===== src/rtl/point_triangle_sq_distance_macros.svh =====
// Assertion helpers used by the file that checks the pipeline.
`ifndef POINT_TRIANGLE_SQ_DISTANCE_MACROS_SVH
`define POINT_TRIANGLE_SQ_DISTANCE_MACROS_SVH

// Checked only while the block is out of reset.
`define PTSD_ASSERT_RST(lbl, expr, msg) \
  lbl: assert property (@(posedge clk_i) disable iff (!rst_ni) expr) else $error(msg);

// Checked at every edge, reset included.
`define PTSD_ASSERT_ANY(lbl, expr, msg) \
  lbl: assert property (@(posedge clk_i) expr) else $error(msg);

`endif


===== src/rtl/ptsd_pkg.sv =====
package ptsd_pkg;

  localparam int COORD_W   = 20;
  localparam int DIFF_W    = COORD_W + 1;
  localparam int PROD_W    = 2 * DIFF_W;
  localparam int GRAM_W    = PROD_W + 2;
  localparam int NRM_W     = PROD_W + 1;
  localparam int EXT_W     = GRAM_W + 2;
  localparam int WIDE_W    = 90;
  localparam int ND_W      = 66;
  localparam int MUL_W     = 66;
  localparam int MULR_W    = 2 * MUL_W;
  localparam int MUL_LIMBS = 3;
  localparam int LIMB_W    = MUL_W / MUL_LIMBS;
  localparam int MUL_STAGES = 3;
  localparam int GRAM_STAGES = 3;
  localparam int DEN_W     = 88;
  localparam int NUM_W     = 128;
  localparam int SQ_W      = 44;
  localparam int QUOT_W    = SQ_W + 1;
  localparam int REG_W     = 3;

  // Accept edge to the edge at which the result is sampled.
  localparam int LATENCY = GRAM_STAGES + 2 * MUL_STAGES + QUOT_W + 5;

  localparam logic [SQ_W-1:0] SQ_MAX = {SQ_W{1'b1}};
  localparam logic signed [MUL_W-1:0] MUL_ONE = MUL_W'(1);

  localparam logic [REG_W-1:0] REG_INTERIOR  = 3'd0;
  localparam logic [REG_W-1:0] REG_FAR_EDGE  = 3'd1;
  localparam logic [REG_W-1:0] REG_S_NEG_FAR = 3'd2;
  localparam logic [REG_W-1:0] REG_S_NEG     = 3'd3;
  localparam logic [REG_W-1:0] REG_ST_NEG    = 3'd4;
  localparam logic [REG_W-1:0] REG_T_NEG     = 3'd5;
  localparam logic [REG_W-1:0] REG_T_NEG_FAR = 3'd6;

  typedef struct packed {
    logic [2:0][COORD_W-1:0] p;
    logic [2:0][COORD_W-1:0] c0;
    logic [2:0][COORD_W-1:0] c1;
    logic [2:0][COORD_W-1:0] c2;
  } ptsd_pts_t;

  typedef struct packed {
    logic                     valid;
    logic signed [GRAM_W-1:0] a00;
    logic signed [GRAM_W-1:0] a01;
    logic signed [GRAM_W-1:0] a11;
    logic signed [GRAM_W-1:0] b0;
    logic signed [GRAM_W-1:0] b1;
    logic signed [GRAM_W-1:0] c;
    logic [2:0][NRM_W-1:0]    n;
    logic [2:0][DIFF_W-1:0]   d;
  } ptsd_gram_t;

  typedef struct packed {
    logic                     valid;
    logic signed [GRAM_W-1:0] a00;
    logic signed [GRAM_W-1:0] a01;
    logic signed [GRAM_W-1:0] a11;
    logic signed [GRAM_W-1:0] b0;
    logic signed [GRAM_W-1:0] b1;
    logic signed [GRAM_W-1:0] c;
    logic signed [EXT_W-1:0]  dd;
    logic signed [EXT_W-1:0]  v1;
    logic signed [EXT_W-1:0]  v2;
    logic signed [WIDE_W-1:0] det;
    logic signed [WIDE_W-1:0] s;
    logic signed [WIDE_W-1:0] t;
    logic signed [ND_W-1:0]   nd;
  } ptsd_geo_t;

  typedef struct packed {
    logic                    valid;
    logic signed [MUL_W-1:0] x;
    logic signed [MUL_W-1:0] y;
    logic signed [MUL_W-1:0] z;
    logic [DEN_W-1:0]        den;
    logic [REG_W-1:0]        region;
    logic                    degen;
  } ptsd_op_t;

  typedef struct packed {
    logic              valid;
    logic              sat;
    logic              degen;
    logic [REG_W-1:0]  region;
    logic [DEN_W-1:0]  rem;
    logic [DEN_W-1:0]  den;
    logic [QUOT_W-1:0] lo;
    logic [QUOT_W-1:0] q;
  } ptsd_div_t;

endpackage


===== src/rtl/ptsd_div_stage.sv =====
module ptsd_div_stage (
  input  logic                 clk_i,
  input  logic                 rst_ni,
  input  ptsd_pkg::ptsd_div_t  stage_i,
  output ptsd_pkg::ptsd_div_t  stage_o
);
  import ptsd_pkg::*;

  logic [DEN_W:0] trial, diff;
  logic           take;
  ptsd_div_t      st_d;
  ptsd_div_t      st_q;
  logic           v_q;

  // One quotient bit: shift in the next dividend bit and subtract if it fits.
  always_comb begin
    trial = {stage_i.rem, stage_i.lo[QUOT_W-1]};
    diff  = trial - {1'b0, stage_i.den};
    take  = (trial >= {1'b0, stage_i.den});
    st_d     = stage_i;
    st_d.rem = take ? diff[DEN_W-1:0] : trial[DEN_W-1:0];
    st_d.lo  = {stage_i.lo[QUOT_W-2:0], 1'b0};
    st_d.q   = {stage_i.q[QUOT_W-2:0], take};
  end

  always_ff @(posedge clk_i or negedge rst_ni) begin
    if (!rst_ni) begin
      v_q <= 1'b0;
    end else begin
      v_q <= stage_i.valid;
    end
  end

  always_ff @(posedge clk_i) begin
    st_q <= st_d;
  end

  always_comb begin
    stage_o       = st_q;
    stage_o.valid = v_q;
  end

endmodule


===== config.mk =====
export PLATFORM = sky130hd
export DESIGN_NAME = ptsd_div_stage
export DESIGN_NICKNAME = d
export VERILOG_FILES = /design/src/rtl/point_triangle_sq_distance_macros.svh /design/src/rtl/ptsd_pkg.sv /design/src/rtl/ptsd_div_stage.sv
export SDC_FILE = /design/constraint.sdc
export NUM_CORES = 1
export LEC_CHECK = 0
export BUFFER_PORTS_ARGS = -buffer_cell sky130_fd_sc_hd__buf_4
export CORE_AREA = 2 2 213 215
export CTS_BUF_LIST = sky130_fd_sc_hd__clkbuf_8
export DETAILED_ROUTE_END_ITERATION = 7
export DIE_AREA = 0 0 215 217
export PLACE_DENSITY_LB_ADDON = 0.15
export SYNTH_ARGS = -nofsm -noshare
export SYNTH_HDL_FRONTEND = slang
export SYNTH_SLANG_ARGS = --single-unit

===== constraint.sdc =====
create_clock -name clk_i -period 1.3 [get_ports clk_i]
set_input_delay 0.195 -clock clk_i [delete_from_list [all_inputs] [get_ports clk_i]]
set_output_delay 0.195 -clock clk_i [all_outputs]
set_load 0.03 [all_outputs]

# After elaboration in Yosys (flattened, before gate mapping)
# Cells that the tools add are included.
# Widths: inputs -> output; s select.
# totals
register_bits	271
elab_cells	11
# classes
add_sub_neg	1
order_cmp	1
n_mux	1
# ops
op	count
$ge 89x88->1	1
$mux 88	1
$sub 88x88->88	1

# Depth between registers and ports, before layout
# depth
word_depth	2
ltp_mapped	15
ltp_nobuf	14

# Least setup slack after synthesis
# OpenSTA, ideal clock, no wires.
# synth_path
kind	in2reg
start	in stage_i[116] (netlist bit)
end	reg st_q (netlist bit stage_o[226])
arrival_time_ns	2.760
required_time_ns	1.179
path_slack_ns	-1.581
cell_stages	11
n_path_buf	2
path_cell_list	inv_1 -> ha_1 -> clkbuf_1 -> nand4_1 -> o41ai_2 -> o2111ai_1 -> a2111oi_2 -> nor2_1 -> o21ai_4 -> buf_4 -> mux2_2
# synth_lines
item	line	text
from (decl)	ptsd_div_stage.sv:4	input ptsd_pkg::ptsd_div_t stage_i,
to (signal assigned)	ptsd_div_stage.sv:35	st_q <= st_d;
to (decl)	ptsd_div_stage.sv:12	ptsd_div_t st_q;

==> impl_metrics.py <==
metrics = {
    "power_and_ir_drop": {
        "ir_drop_uv": 1000,
        "power_density_nw_per_um2": 1120,
        "p_leak_nw": 12.6,
    },
    "floorplanning": {
        "die_width_um": 215,
        "num_rows": 78,
        "dieArea_um2": 46700,
        "die_h_um": 217,
        "ios": 546,
        "start_util": 0.277,
        "core_um2": 44700,
    },
    "yosys": {
        "ys_top_cells_by_area": "dfxtp_1, ha_1, a21oi_1, nor2_1, inv_1",
        "synth_top_area_frac": 0.437,
        "synth_ff_type": "dfxtp_1",
        "async_flop_share": 0.00369,
        "syn_avg_cell_area_um2": 8.75,
        "syn_nets": 1777,
        "post-synth-top-count-cell": "dfxtp_1",
        "ys_ff_latch": 271,
        "synth_top_area_cell": "dfxtp_1",
        "syn_area_um2": 12400,
        "ys_types": 67,
        "synth-edff-count": 0,
        "synthCells": 1414,
        "seq_area_frac_synth": 0.439,
        "ys_top_cells_by_count": "dfxtp_1, a21oi_1, nor2_1",
        "synth_warnings": 0,
    },
    "finish": {
        "syn2layout_area_growth_pct": 116,
        "drive_gt1_frac": 0.565,
        "stdcell_count": 3292,
        "fill_cells": 3829,
        "layout.nets": 3016,
    },
    "setup_path": {
        "cp_max_fo": 7,
        "startpoint_type": "input pin",
        "worst-path-buf-inv": 8,
        "crit_top_cell": "buf_12",
        "cp_top_family": "compound AO/OA/AOI/OAI gates",
        "path_cells": "buf_8 > inv_4 > ha_4 > buf_6 > nand4_1 > o211ai_1 > a21oi_2 > o41ai_2 > o2111ai_1 > buf_4 > a2111oi_4 > buf_4 > nor2_4 > o21ai_4 > buf_12 > buf_12 > buf_12 > mux2_4",
        "crit_type": "in2reg",
        "cp_data_arrival_time_ps": 3130,
        "cp.required_ps": 1790,
        "cpMaxStageDelayCell": "o41ai_2",
        "max_stage_delay_ps": 360,
        "cp-end-kind": "flip-flop",
    },
    "global_routing": {
        "grt_usage": 0.252,
        "grt_overflow_total": 0,
        "grt_pass1_wl_um": 90400,
        "grt_antenna_before_repair": 10,
        "grt_pass1_vias": 15733,
        "grt_max_degree": 15,
    },
    "cts": {
        "numCtsBuffers": 49,
        "clockBufferDepth": 3,
        "cts.htree.levels": 2,
        "clk_pin_slew_ps": 60,
        "clkSinkCount": 271,
        "cts_root_buf": "clkbuf_8",
        "cts_tree": "yes",
    },
    "placed_design": {
        "io_buffers": 543,
        "place.gp.congestion": 0.890,
        "dp_hpwl_um": 44900,
        "dp_cells": 2887,
    },
    "sta": {
        "fin_ws_ps": -1330,
        "tightest_slew_ps": 690,
        "period_needed_ps": 2630,
        "setup_tns_ps": -109180,
        "relSlewSlack": 0.528,
        "hold_viol": 1,
        "post-route-period-util": 2.02,
        "max_freq_mhz": 380,
        "setup_viol": 92,
        "whs_ps": -293,
        "rsz0062_at_grt": "true",
        "slew_viol_final": 0,
    },
    "routing": {
        "drt_iter0_drc": 567,
        "wl_per_cell_um": 18.7,
        "routed_wirelength_um": 61500,
        "postRouteAntennaNets": 0,
        "route.detailed.drc": 0,
        "via_per_inst": 4.54,
        "dr.pass1.iters": 5,
        "vias": 14962,
    },
    "run_status": {
        "violations": "negative hold slack, negative setup slack",
        "status": "finished, violations left",
    },
    "hold_path": {
        "hold_class": "in2reg",
    },
    "flow_run": {
        "maxCapViolations": 0,
    },
}
==> kinds of logic (layout without fill, tap and decap cells) <==
| group | after synthesis | after routing | share of synthesized area |
|---|---|---|---|
| XOR/XNOR | 82 | 82 | 0.0581 |
| AO/OA/AOI/OAI | 396 | 396 | 0.195 |
| multiplexers | 18 | 18 | 0.0164 |
| other | 1 | 6 | 0.000303 |
| AND/OR/NAND/NOR | 365 | 365 | 0.137 |
| buffers and inverters | 192 | 1465 | 0.0634 |
| flip-flops | 271 | 271 | 0.439 |
| adder cells (fa/ha/maj) | 89 | 89 | 0.0906 |
==> worst paths after layout <==
kind | startpoint | endpoint | slack (ps) | depth (start not counted)
max | stage_i[103] | stage_o[253]$_DFF_P_ | -1330 | 18
min | stage_i[103] | stage_o[103]$_DFF_P_ | -290 | 1
max in group asynchronous | rst_ni | v_q$_DFF_PN0_ | 760 | 3
min in group asynchronous | rst_ni | v_q$_DFF_PN0_ | 430 | 3
==> stage by stage <==
stage          hold WS (ps)  setup WS (ps)  instance area (um^2)   util  power, mW
2_1_floorplan          -101          -1430                 12500      -       14.5
6_report               -293          -1330                 26700  0.597       29.9
3_5_place_dp          -28.0          -2460                 20000  0.448       19.2
5_1_grt                -334          -1410                 26700  0.597       31.3
4_1_cts                -342          -1300                 25900  0.579       29.5
3_3_place_gp          -30.0          -2460                 20000  0.448       19.2
==> flip-flops by register name, summed over array words and instances, names as in the netlist <==
signal / count
v_q: 1
stage_o: 270
==> power by group <==
| group | internal [mW] | switching (mW) |
|---|---|---|
| Clock | 4.38 | 3.74 |
| Combinational | 6.00 | 5.86 |
| Sequential | 9.41 | 0.464 |
| Total | 19.8 | 10.1 |
==> cell usage in the layout (no fill, tap or decap), drive strengths merged, types with 12 or more instances in the layout <==
master / n
o21bai: 19
buf: 987
a21oi: 186
nor3: 19
nand3: 13
o21ai: 61
ha: 88
nand4: 43
inv: 137
o21a: 18
clkbuf: 58
nand2: 95
dfxtp: 270
dlygate4sd3: 273
a21o: 37
a31oi: 12
mux2: 18
nor2: 141
xor2: 37
xnor2: 45
==> final cells by class <==
type	count	area, um^2	share of cell area
Antenna cell	5	12.5	0.000469
Tap cell	600	751	0.0281
Sequential cell	271	5770	0.216
Inverter	119	452	0.0169
Timing Repair Buffer	1261	11600	0.433
Clock buffer	57	785	0.0294
Multi-Input combinational cell	951	7190	0.269
Clock inverter	28	180	0.00675
==> timing repair <==
action | CTS | global route
endpoints found under the setup margin | 350 | 283
pin swaps | 36 | 31
hold buffers | 272 | 1
buffers inserted | 22 | 20
resized for setup | 629 | 179
gates cloned | 7 | 1
endpoints found under the hold margin | 271 | 2
==> layer usage <==
layer  part of all wire  vias to the layer above  global-route usage
met1               0.40                     6963               0.293
met5             0.0011                        -                   0
met3              0.071                      126              0.0702
met2               0.49                      492               0.439
li1                   -                     7371                   -
met4              0.040                       10              0.0966
Note: power is estimated with default switching activity, not from simulation.
