==> src/rtl/point_triangle_sq_distance_macros.svh <==
// Assertion helpers used by the file that checks the pipeline.
`ifndef POINT_TRIANGLE_SQ_DISTANCE_MACROS_SVH
`define POINT_TRIANGLE_SQ_DISTANCE_MACROS_SVH

// Checked only while the block is out of reset.
`define PTSD_ASSERT_RST(lbl, expr, msg) \
  lbl: assert property (@(posedge clk_i) disable iff (!rst_ni) expr) else $error(msg);

// Checked at every edge, reset included.
`define PTSD_ASSERT_ANY(lbl, expr, msg) \
  lbl: assert property (@(posedge clk_i) expr) else $error(msg);

`endif

==> src/rtl/ptsd_pkg.sv <==
package ptsd_pkg;

  localparam int COORD_W   = 20;
  localparam int DIFF_W    = COORD_W + 1;
  localparam int PROD_W    = 2 * DIFF_W;
  localparam int GRAM_W    = PROD_W + 2;
  localparam int NRM_W     = PROD_W + 1;
  localparam int EXT_W     = GRAM_W + 2;
  localparam int WIDE_W    = 90;
  localparam int ND_W      = 66;
  localparam int MUL_W     = 66;
  localparam int MULR_W    = 2 * MUL_W;
  localparam int MUL_LIMBS = 3;
  localparam int LIMB_W    = MUL_W / MUL_LIMBS;
  localparam int MUL_STAGES = 3;
  localparam int GRAM_STAGES = 3;
  localparam int DEN_W     = 88;
  localparam int NUM_W     = 128;
  localparam int SQ_W      = 44;
  localparam int QUOT_W    = SQ_W + 1;
  localparam int REG_W     = 3;

  // Accept edge to the edge at which the result is sampled.
  localparam int LATENCY = GRAM_STAGES + 2 * MUL_STAGES + QUOT_W + 5;

  localparam logic [SQ_W-1:0] SQ_MAX = {SQ_W{1'b1}};
  localparam logic signed [MUL_W-1:0] MUL_ONE = MUL_W'(1);

  localparam logic [REG_W-1:0] REG_INTERIOR  = 3'd0;
  localparam logic [REG_W-1:0] REG_FAR_EDGE  = 3'd1;
  localparam logic [REG_W-1:0] REG_S_NEG_FAR = 3'd2;
  localparam logic [REG_W-1:0] REG_S_NEG     = 3'd3;
  localparam logic [REG_W-1:0] REG_ST_NEG    = 3'd4;
  localparam logic [REG_W-1:0] REG_T_NEG     = 3'd5;
  localparam logic [REG_W-1:0] REG_T_NEG_FAR = 3'd6;

  typedef struct packed {
    logic [2:0][COORD_W-1:0] p;
    logic [2:0][COORD_W-1:0] c0;
    logic [2:0][COORD_W-1:0] c1;
    logic [2:0][COORD_W-1:0] c2;
  } ptsd_pts_t;

  typedef struct packed {
    logic                     valid;
    logic signed [GRAM_W-1:0] a00;
    logic signed [GRAM_W-1:0] a01;
    logic signed [GRAM_W-1:0] a11;
    logic signed [GRAM_W-1:0] b0;
    logic signed [GRAM_W-1:0] b1;
    logic signed [GRAM_W-1:0] c;
    logic [2:0][NRM_W-1:0]    n;
    logic [2:0][DIFF_W-1:0]   d;
  } ptsd_gram_t;

  typedef struct packed {
    logic                     valid;
    logic signed [GRAM_W-1:0] a00;
    logic signed [GRAM_W-1:0] a01;
    logic signed [GRAM_W-1:0] a11;
    logic signed [GRAM_W-1:0] b0;
    logic signed [GRAM_W-1:0] b1;
    logic signed [GRAM_W-1:0] c;
    logic signed [EXT_W-1:0]  dd;
    logic signed [EXT_W-1:0]  v1;
    logic signed [EXT_W-1:0]  v2;
    logic signed [WIDE_W-1:0] det;
    logic signed [WIDE_W-1:0] s;
    logic signed [WIDE_W-1:0] t;
    logic signed [ND_W-1:0]   nd;
  } ptsd_geo_t;

  typedef struct packed {
    logic                    valid;
    logic signed [MUL_W-1:0] x;
    logic signed [MUL_W-1:0] y;
    logic signed [MUL_W-1:0] z;
    logic [DEN_W-1:0]        den;
    logic [REG_W-1:0]        region;
    logic                    degen;
  } ptsd_op_t;

  typedef struct packed {
    logic              valid;
    logic              sat;
    logic              degen;
    logic [REG_W-1:0]  region;
    logic [DEN_W-1:0]  rem;
    logic [DEN_W-1:0]  den;
    logic [QUOT_W-1:0] lo;
    logic [QUOT_W-1:0] q;
  } ptsd_div_t;

endpackage

==> src/rtl/ptsd_classify.sv <==
module ptsd_classify (
  input  logic                 clk_i,
  input  logic                 rst_ni,
  input  ptsd_pkg::ptsd_geo_t  geo_i,
  output ptsd_pkg::ptsd_op_t   op_o
);
  import ptsd_pkg::*;

  typedef enum logic [2:0] {
    K_V0, K_V1, K_V2, K_E01, K_E02, K_E12, K_IN
  } kind_e;

  kind_e                    kind;
  logic [REG_W-1:0]         region;
  logic                     degen, sneg, tneg, le, b0neg, b1neg, nb0_ge, nb1_ge;
  logic signed [WIDE_W:0]   st;
  logic signed [EXT_W-1:0]  a00, a01, a11, b0, b1;
  logic signed [EXT_W-1:0]  r2m0, r2m1, r2d, r6m0, r6m1, r6d, nn;
  ptsd_op_t                 op_d;
  ptsd_op_t                 op_q;
  logic                     v_q;

  always_comb begin
    a00 = EXT_W'(geo_i.a00);
    a01 = EXT_W'(geo_i.a01);
    a11 = EXT_W'(geo_i.a11);
    b0  = EXT_W'(geo_i.b0);
    b1  = EXT_W'(geo_i.b1);
    degen  = (geo_i.det == '0);
    sneg   = geo_i.s[WIDE_W-1];
    tneg   = geo_i.t[WIDE_W-1];
    st     = (WIDE_W+1)'(geo_i.s) + (WIDE_W+1)'(geo_i.t);
    le     = (st <= (WIDE_W+1)'(geo_i.det));
    b0neg  = geo_i.b0[GRAM_W-1];
    b1neg  = geo_i.b1[GRAM_W-1];
    nb0_ge = ((-b0) >= a00);
    nb1_ge = ((-b1) >= a11);
    r2m0   = a01 + b0;
    r2m1   = a11 + b1;
    r2d    = r2m1 - r2m0;
    r6m0   = a01 + b1;
    r6m1   = a00 + b0;
    r6d    = r6m1 - r6m0;
    // The far-edge projection parameter and the far-edge numerator term coincide.
    nn     = r2d;

    kind   = K_IN;
    region = REG_INTERIOR;
    if (le) begin
      if (sneg && tneg) begin
        region = REG_ST_NEG;
        if (b0neg) kind = nb0_ge ? K_V1 : K_E01;
        else if (!b1neg) kind = K_V0;
        else kind = nb1_ge ? K_V2 : K_E02;
      end else if (sneg) begin
        region = REG_S_NEG;
        if (!b1neg) kind = K_V0;
        else kind = nb1_ge ? K_V2 : K_E02;
      end else if (tneg) begin
        region = REG_T_NEG;
        if (!b0neg) kind = K_V0;
        else kind = nb0_ge ? K_V1 : K_E01;
      end
    end else if (sneg) begin
      region = REG_S_NEG_FAR;
      if (r2m1 > r2m0) kind = (r2d >= geo_i.dd) ? K_V1 : K_E12;
      else if (r2m1 <= 0) kind = K_V2;
      else if (!b1neg) kind = K_V0;
      else kind = K_E02;
    end else if (tneg) begin
      region = REG_T_NEG_FAR;
      if (r6m1 > r6m0) kind = (r6d >= geo_i.dd) ? K_V2 : K_E12;
      else if (r6m1 <= 0) kind = K_V1;
      else if (!b0neg) kind = K_V0;
      else kind = K_E01;
    end else begin
      region = REG_FAR_EDGE;
      if (nn <= 0) kind = K_V2;
      else kind = (nn >= geo_i.dd) ? K_V1 : K_E12;
    end
    if (degen) region = REG_INTERIOR;
  end

  // Every case reduces to x*y - z*z over a denominator.
  always_comb begin
    op_d        = '0;
    op_d.region = region;
    op_d.degen  = degen;
    op_d.y      = MUL_ONE;
    op_d.den    = DEN_W'(1);
    case (kind)
      K_V0: op_d.x = MUL_W'(geo_i.c);
      K_V1: op_d.x = MUL_W'(geo_i.v1);
      K_V2: op_d.x = MUL_W'(geo_i.v2);
      K_E01: begin
        op_d.x   = MUL_W'(geo_i.c);
        op_d.y   = MUL_W'(geo_i.a00);
        op_d.z   = MUL_W'(geo_i.b0);
        op_d.den = DEN_W'($unsigned(geo_i.a00));
      end
      K_E02: begin
        op_d.x   = MUL_W'(geo_i.c);
        op_d.y   = MUL_W'(geo_i.a11);
        op_d.z   = MUL_W'(geo_i.b1);
        op_d.den = DEN_W'($unsigned(geo_i.a11));
      end
      K_E12: begin
        op_d.x   = MUL_W'(geo_i.v2);
        op_d.y   = MUL_W'(geo_i.dd);
        op_d.z   = MUL_W'(nn);
        op_d.den = DEN_W'($unsigned(geo_i.dd));
      end
      default: begin
        op_d.x   = MUL_W'(geo_i.nd);
        op_d.y   = MUL_W'(geo_i.nd);
        op_d.den = geo_i.det[DEN_W-1:0];
      end
    endcase
  end

  always_ff @(posedge clk_i or negedge rst_ni) begin
    if (!rst_ni) begin
      v_q <= 1'b0;
    end else begin
      v_q <= geo_i.valid;
    end
  end

  always_ff @(posedge clk_i) begin
    op_q <= op_d;
  end

  always_comb begin
    op_o       = op_q;
    op_o.valid = v_q;
  end

endmodule

==> config.mk <==
export PLATFORM = sky130hd
export DESIGN_NAME = ptsd_classify
export DESIGN_NICKNAME = d
export VERILOG_FILES = /design/src/rtl/point_triangle_sq_distance_macros.svh /design/src/rtl/ptsd_pkg.sv /design/src/rtl/ptsd_classify.sv
export SDC_FILE = /design/constraint.sdc
export NUM_CORES = 2
export LEC_CHECK = 0
export ABC_AREA = 1
export CORE_AREA = 2 2 404 406
export DETAILED_ROUTE_END_ITERATION = 10
export DIE_AREA = 0 0 406 408
export DONT_BUFFER_PORTS = 1
export PLACE_DENSITY_LB_ADDON = 0.12
export RECOVER_POWER = 25
export SYNTH_ARGS = -nofsm -noshare
export SYNTH_HDL_FRONTEND = slang
export SYNTH_SLANG_ARGS = --single-unit
==> constraint.sdc <==
create_clock -name clk_i -period 2.4 [get_ports clk_i]
set_clock_uncertainty 0.1 [all_clocks]
set_input_delay 0.12 -clock clk_i [delete_from_list [all_inputs] [get_ports clk_i]]
set_output_delay 0.12 -clock clk_i [all_outputs]
set_load 0.02 [all_outputs]
* Yosys cells after proc, flatten, opt, wreduce, memory -nomap -nowiden
Cells that the tools add are included.
Word-level totals: bits in registers 291, input bits 741
Cells by class: add/sub/neg operators 9, magnitude comparators 10, equal/unequal tests 5, mux-type cells 30, reductions and logical operators 6
Operator list (count):
- $pmux 66 s3 | 2
- $pmux 88 s4 | 1
- $pmux 66 s4 | 1
- $add 44x44->45 | 4
- $ge 46x44->1 | 2
- $ge 46x46->1 | 2
- $neg 44->46 | 2
- $sub 45x45->46 | 2
- $add 90x90->91 | 1
- $le 91x90->1 | 1
- $gt 45x45->1 | 2
- $le 45x1->1 const B | 2
- $logic_not 90->1 | 1
- $mux 3 | 22
- $le 46x1->1 const B | 1
- $mux 2 | 4
- $eq 3x2->1 const B | 2
- $eq 3x3->1 const B | 2
- $reduce_or 3->1 | 2
- $eq 3x1->1 const B | 1
- $logic_not 3->1 | 1
- $reduce_or 2->1 | 1
- $logic_and 1x1->1 | 1

* Logic depth before layout (Yosys ltp)
word-level depth 11, depth in mapped cells 53

* Worst setup path after synthesis
OpenSTA, ideal clock, no wires.
kind input port to flip-flop, from input port geo_i[520] (netlist bit), to register op_q (netlist bit op_o[195]), arrival 6.233 ns, required time 2.236 ns, setup slack -3.997 ns, stages on the path 48, path buffers 3, path through ha_1 -> a21oi_1 -> nand2_1 -> nand2_1 -> nand2_1 -> nand2_1 -> nand2_1 -> nand2_1 -> o211ai_1 -> nand2_1 -> nand2_1 -> a21boi_0 -> xor2_1 -> ha_1 -> a21oi_1 -> o21ai_0 -> a21oi_1 -> o31ai_4 -> [12 not listed] -> nand4_1 -> or2_2 -> nor2_1 -> nor2_1 -> nand3_1 -> o21ai_0 -> nor2_1 -> nand3_1 -> nand2_1 -> inv_1 -> nand3_1 -> nand2_1 -> nand2_2 -> buf_2 -> buf_2 -> buf_2 -> nand3_1 -> nand4_1
RTL lines:
- start, declared | line ptsd_classify.sv:4 | input ptsd_pkg::ptsd_geo_t geo_i,
- end signal, assigned | line ptsd_classify.sv:130 | op_q <= op_d;
- end, declared | line ptsd_classify.sv:20 | ptsd_op_t op_q;

==> flow_metrics.tcl <==
set metrics [dict create \
    drt_iter0_drc 6845 \
    path_buf_inv 9 \
    grt_pass1_vias 59900 \
    routed-via-count 63200 \
    first_pass_iters 6 \
    worst_ep_required_time_ns 2.67 \
    grt_max_degree 30 \
    ys_seq_area_share_pct 12.5 \
    final_nets 11400 \
    power.density_mw_per_mm2 899 \
    crit_family "simple AND/OR/NAND/NOR gates" \
    syn_area_per_cell_sq_um 5.94 \
    area_delta_synth_final_pct 70.2 \
    setup_tns_ns -1061.74 \
    p_leak_nw 38.4 \
    dieWidth_um 406 \
    outcome "finished with violations" \
    setup-violations-final 269 \
    portBuffers 0 \
    hold_class "primary input to flop" \
    period_minus_slack_ns 6.56 \
    cts_buffer_depth 3 \
    start_util_pct 26.9 \
    yosys_warnings 0 \
    nFillCells 17200 \
    coreArea_sq_mm 0.162 \
    synth_seq_cells 271 \
    synth_nets 8705 \
    finalHoldViolCount 0 \
    switching_power_mw 34.9 \
    cts_tree "yes" \
    syn_inst 7322 \
    gp_congestion 1.06 \
    synth_edf_count 0 \
    violations "setup timing" \
    synth-main-ff-cell "dfxtp_1" \
    ioPinCount 1032 \
    worst_pin_slew_ns 0.860 \
    intPower_mw 31.6 \
    cts_root_buf "clkbuf_16" \
    seqPwrFrac_pct 17.3 \
    endpoint_kind "flop" \
    postRouteAntennaNets 0 \
    avgRoutedWirePerCell_um 29.5 \
    post-place-ws_ns -5.59 \
    timing.critical_path.mode_cell "nand4_1" \
    fin_crit_sh_pct 273 \
    synth_top_area_share_pct 18.3 \
    drc 0 \
    grt_use_total_pct 41.7 \
    relSlewSlack_pct 42.1 \
    grt_pass1_wl_um 481000 \
    crit_fanout 8 \
    gr-total-overflow 0 \
    viasPerCell 5.13 \
    ys_top_cells_by_area "ha_1, nand2_1, dfxtp_1" \
    cts.sinks 271 \
    synthArstFlopShare_pct 0.369 \
    antenna_found_initial 78 \
    finalInstanceArea_sq_mm 0.0740 \
    post-route-util_pct 45.8 \
    ir_worst_vdd_mv 0.800 \
    fmax_mhz 153 \
    power.share.clock_pct 10.0 \
    dieArea_sq_mm 0.166 \
    dp_hpwl_um 306000 \
    yosys.area.top_type "ha_1" \
    wl_um 364000 \
    drive_gt1_share_pct 29.1 \
    worstSetupPathType "primary input to flop" \
    start_kind "primary input" \
    slowest_stage "fa_2" \
    numCtsBuffers 40 \
    holdWs_ns 0.0283 \
    combPwrFrac_pct 72.7 \
    placed_cell_area_sq_mm 0.0628 \
    rsz0062_at_grt "true" \
    worst_ep_arrival_time_ns 6.83 \
    fin_ws_ns -4.16 \
    htreeDepth 2 \
    synth_cell_types 61 \
    num_rows 148 \
    finalMaxSlewViolations 0 \
    max_stage_delay_ns 0.48 \
    syn-cell-area_sq_mm 0.0435 \
    swShare_pct 52.4 \
    die_h_um 408 \
    maxCapViolations 0 \
    path_clk_slew_ns 0.08 \
]
## synthesized netlist by cell type, types with 5 or more instances
| cell type | count |
|---|---|
| buf_2 | 57 |
| fa_1 | 7 |
| nand3_1 | 436 |
| nor2_1 | 663 |
| a211oi_1 | 9 |
| and3_1 | 6 |
| o2111ai_1 | 10 |
| nor2_2 | 9 |
| nor4_1 | 53 |
| inv_1 | 1221 |
| o21ai_1 | 9 |
| inv_2 | 12 |
| clkbuf_1 | 11 |
| nand3b_1 | 41 |
| xor2_1 | 190 |
| nand2_2 | 11 |
| o211ai_1 | 59 |
| a21boi_0 | 8 |
| a31oi_1 | 66 |
| ha_1 | 635 |
| nor3_2 | 12 |
| o31ai_1 | 11 |
| xnor2_1 | 134 |
| a21oi_1 | 596 |
| or2_2 | 5 |
| nand4_1 | 293 |
| o21a_1 | 44 |
| nand2_1 | 1966 |
| o221ai_1 | 9 |
| a21o_1 | 17 |
| buf_1 | 9 |
| nor3_1 | 80 |
| buf_4 | 34 |
| o21bai_1 | 33 |
| dfxtp_1 | 270 |
| o21ai_0 | 249 |
## power groups by stage
stage | Sequential (mW) | Combinational (mW) | Clock, mW
after floorplan | 9.08 | 19.1 | 0
after global placement | 11.3 | 39.3 | 0
after detailed placement | 11.2 | 39.4 | 0
after CTS | 11.2 | 43.6 | 6.68
after global routing | 11.4 | 51.1 | 6.84
final | 11.5 | 48.4 | 6.68
## final timing paths
check,slack [ns],from,end,cells past startpoint
setup / recovery,-4.16,geo_i[563],op_o[257],48
hold / removal,0.03,geo_i[359],op_o[247],3
max in group asynchronous,1.99,rst_ni,v_q,2
min in group asynchronous,0.11,rst_ni,v_q,2
## cell families after synthesis
logic type | synth area share [%]
xor+xnor | 6.52
fa+ha+maj | 18.6
flops | 12.5
compound gates | 14.6
simple gates | 35.8
buf+inv | 12.1
## sequential cells by signal, indices dropped and copies added (netlist names)
signal / count
v_q: 1
op_o: 270
## routing by layer
layer | vias up | global-route usage [%] | routed length [um]
met5 | - | 0.0292 | 271
met4 | 40 | 21.9 | 22300
met3 | 765 | 14.4 | 40500
met2 | 3158 | 60.9 | 148000
met1 | 29600 | 53.5 | 152000
li1 | 29700 | - | -
## cell usage in the layout (no fill, tap or decap), types with 79 or more instances in the layout
master	synthesis	final
ha_1	635	595
nor2_1	663	611
nand4_1	293	293
a21oi_1	596	527
o21ai_0	249	220
inv_1	1221	1195
diode_2	0	79
nand2_1	1966	1771
dlygate4sd3_1	0	520
nand3_1	436	378
xor2_1	190	178
xnor2_1	134	128
dfxtp_1	270	269
nand2_2	11	146
buf_4	34	2108
## through the flow
stage | cells | total power, mW
5_1_grt | 12300 | 69.3
6_report | 12300 | 66.5
3_3_place_gp | 11600 | 50.6
2_1_floorplan | 7322 | 28.2
4_1_cts | 12200 | 61.5
3_5_place_dp | 11600 | 50.6
## what timing repair did
item | 4_1_cts | 5_1_grt
cloned | 8 | 11
setup endpoints to repair | 269 | 269
buffers inserted | 54 | 41
hold buffers | 518 | 2
resized for setup | 316 | 486
hold endpoints to repair | 268 | 1
pin swaps | 121 | 223
## tightest hold or removal path, stage by stage
cell,delay [ns]
dlygate4sd3_1,0.52
nand2_1,0.06
nand4_1,0.06
## final cells by class
| class | count | area (sq um) | area share, % |
|---|---|---|---|
| diodes | 79 | 198 | 0.267 |
| inverters | 1233 | 4650 | 6.28 |
| multi-input cells | 5706 | 35900 | 48.5 |
| well taps | 2175 | 2720 | 3.68 |
| repair buffers | 2786 | 23800 | 32.1 |
| clock inverters | 20 | 289 | 0.390 |
| flip-flops and latches | 271 | 5430 | 7.34 |
| clock buffers | 50 | 1100 | 1.49 |
No activity file was read; power rests on OpenSTA's default activity.
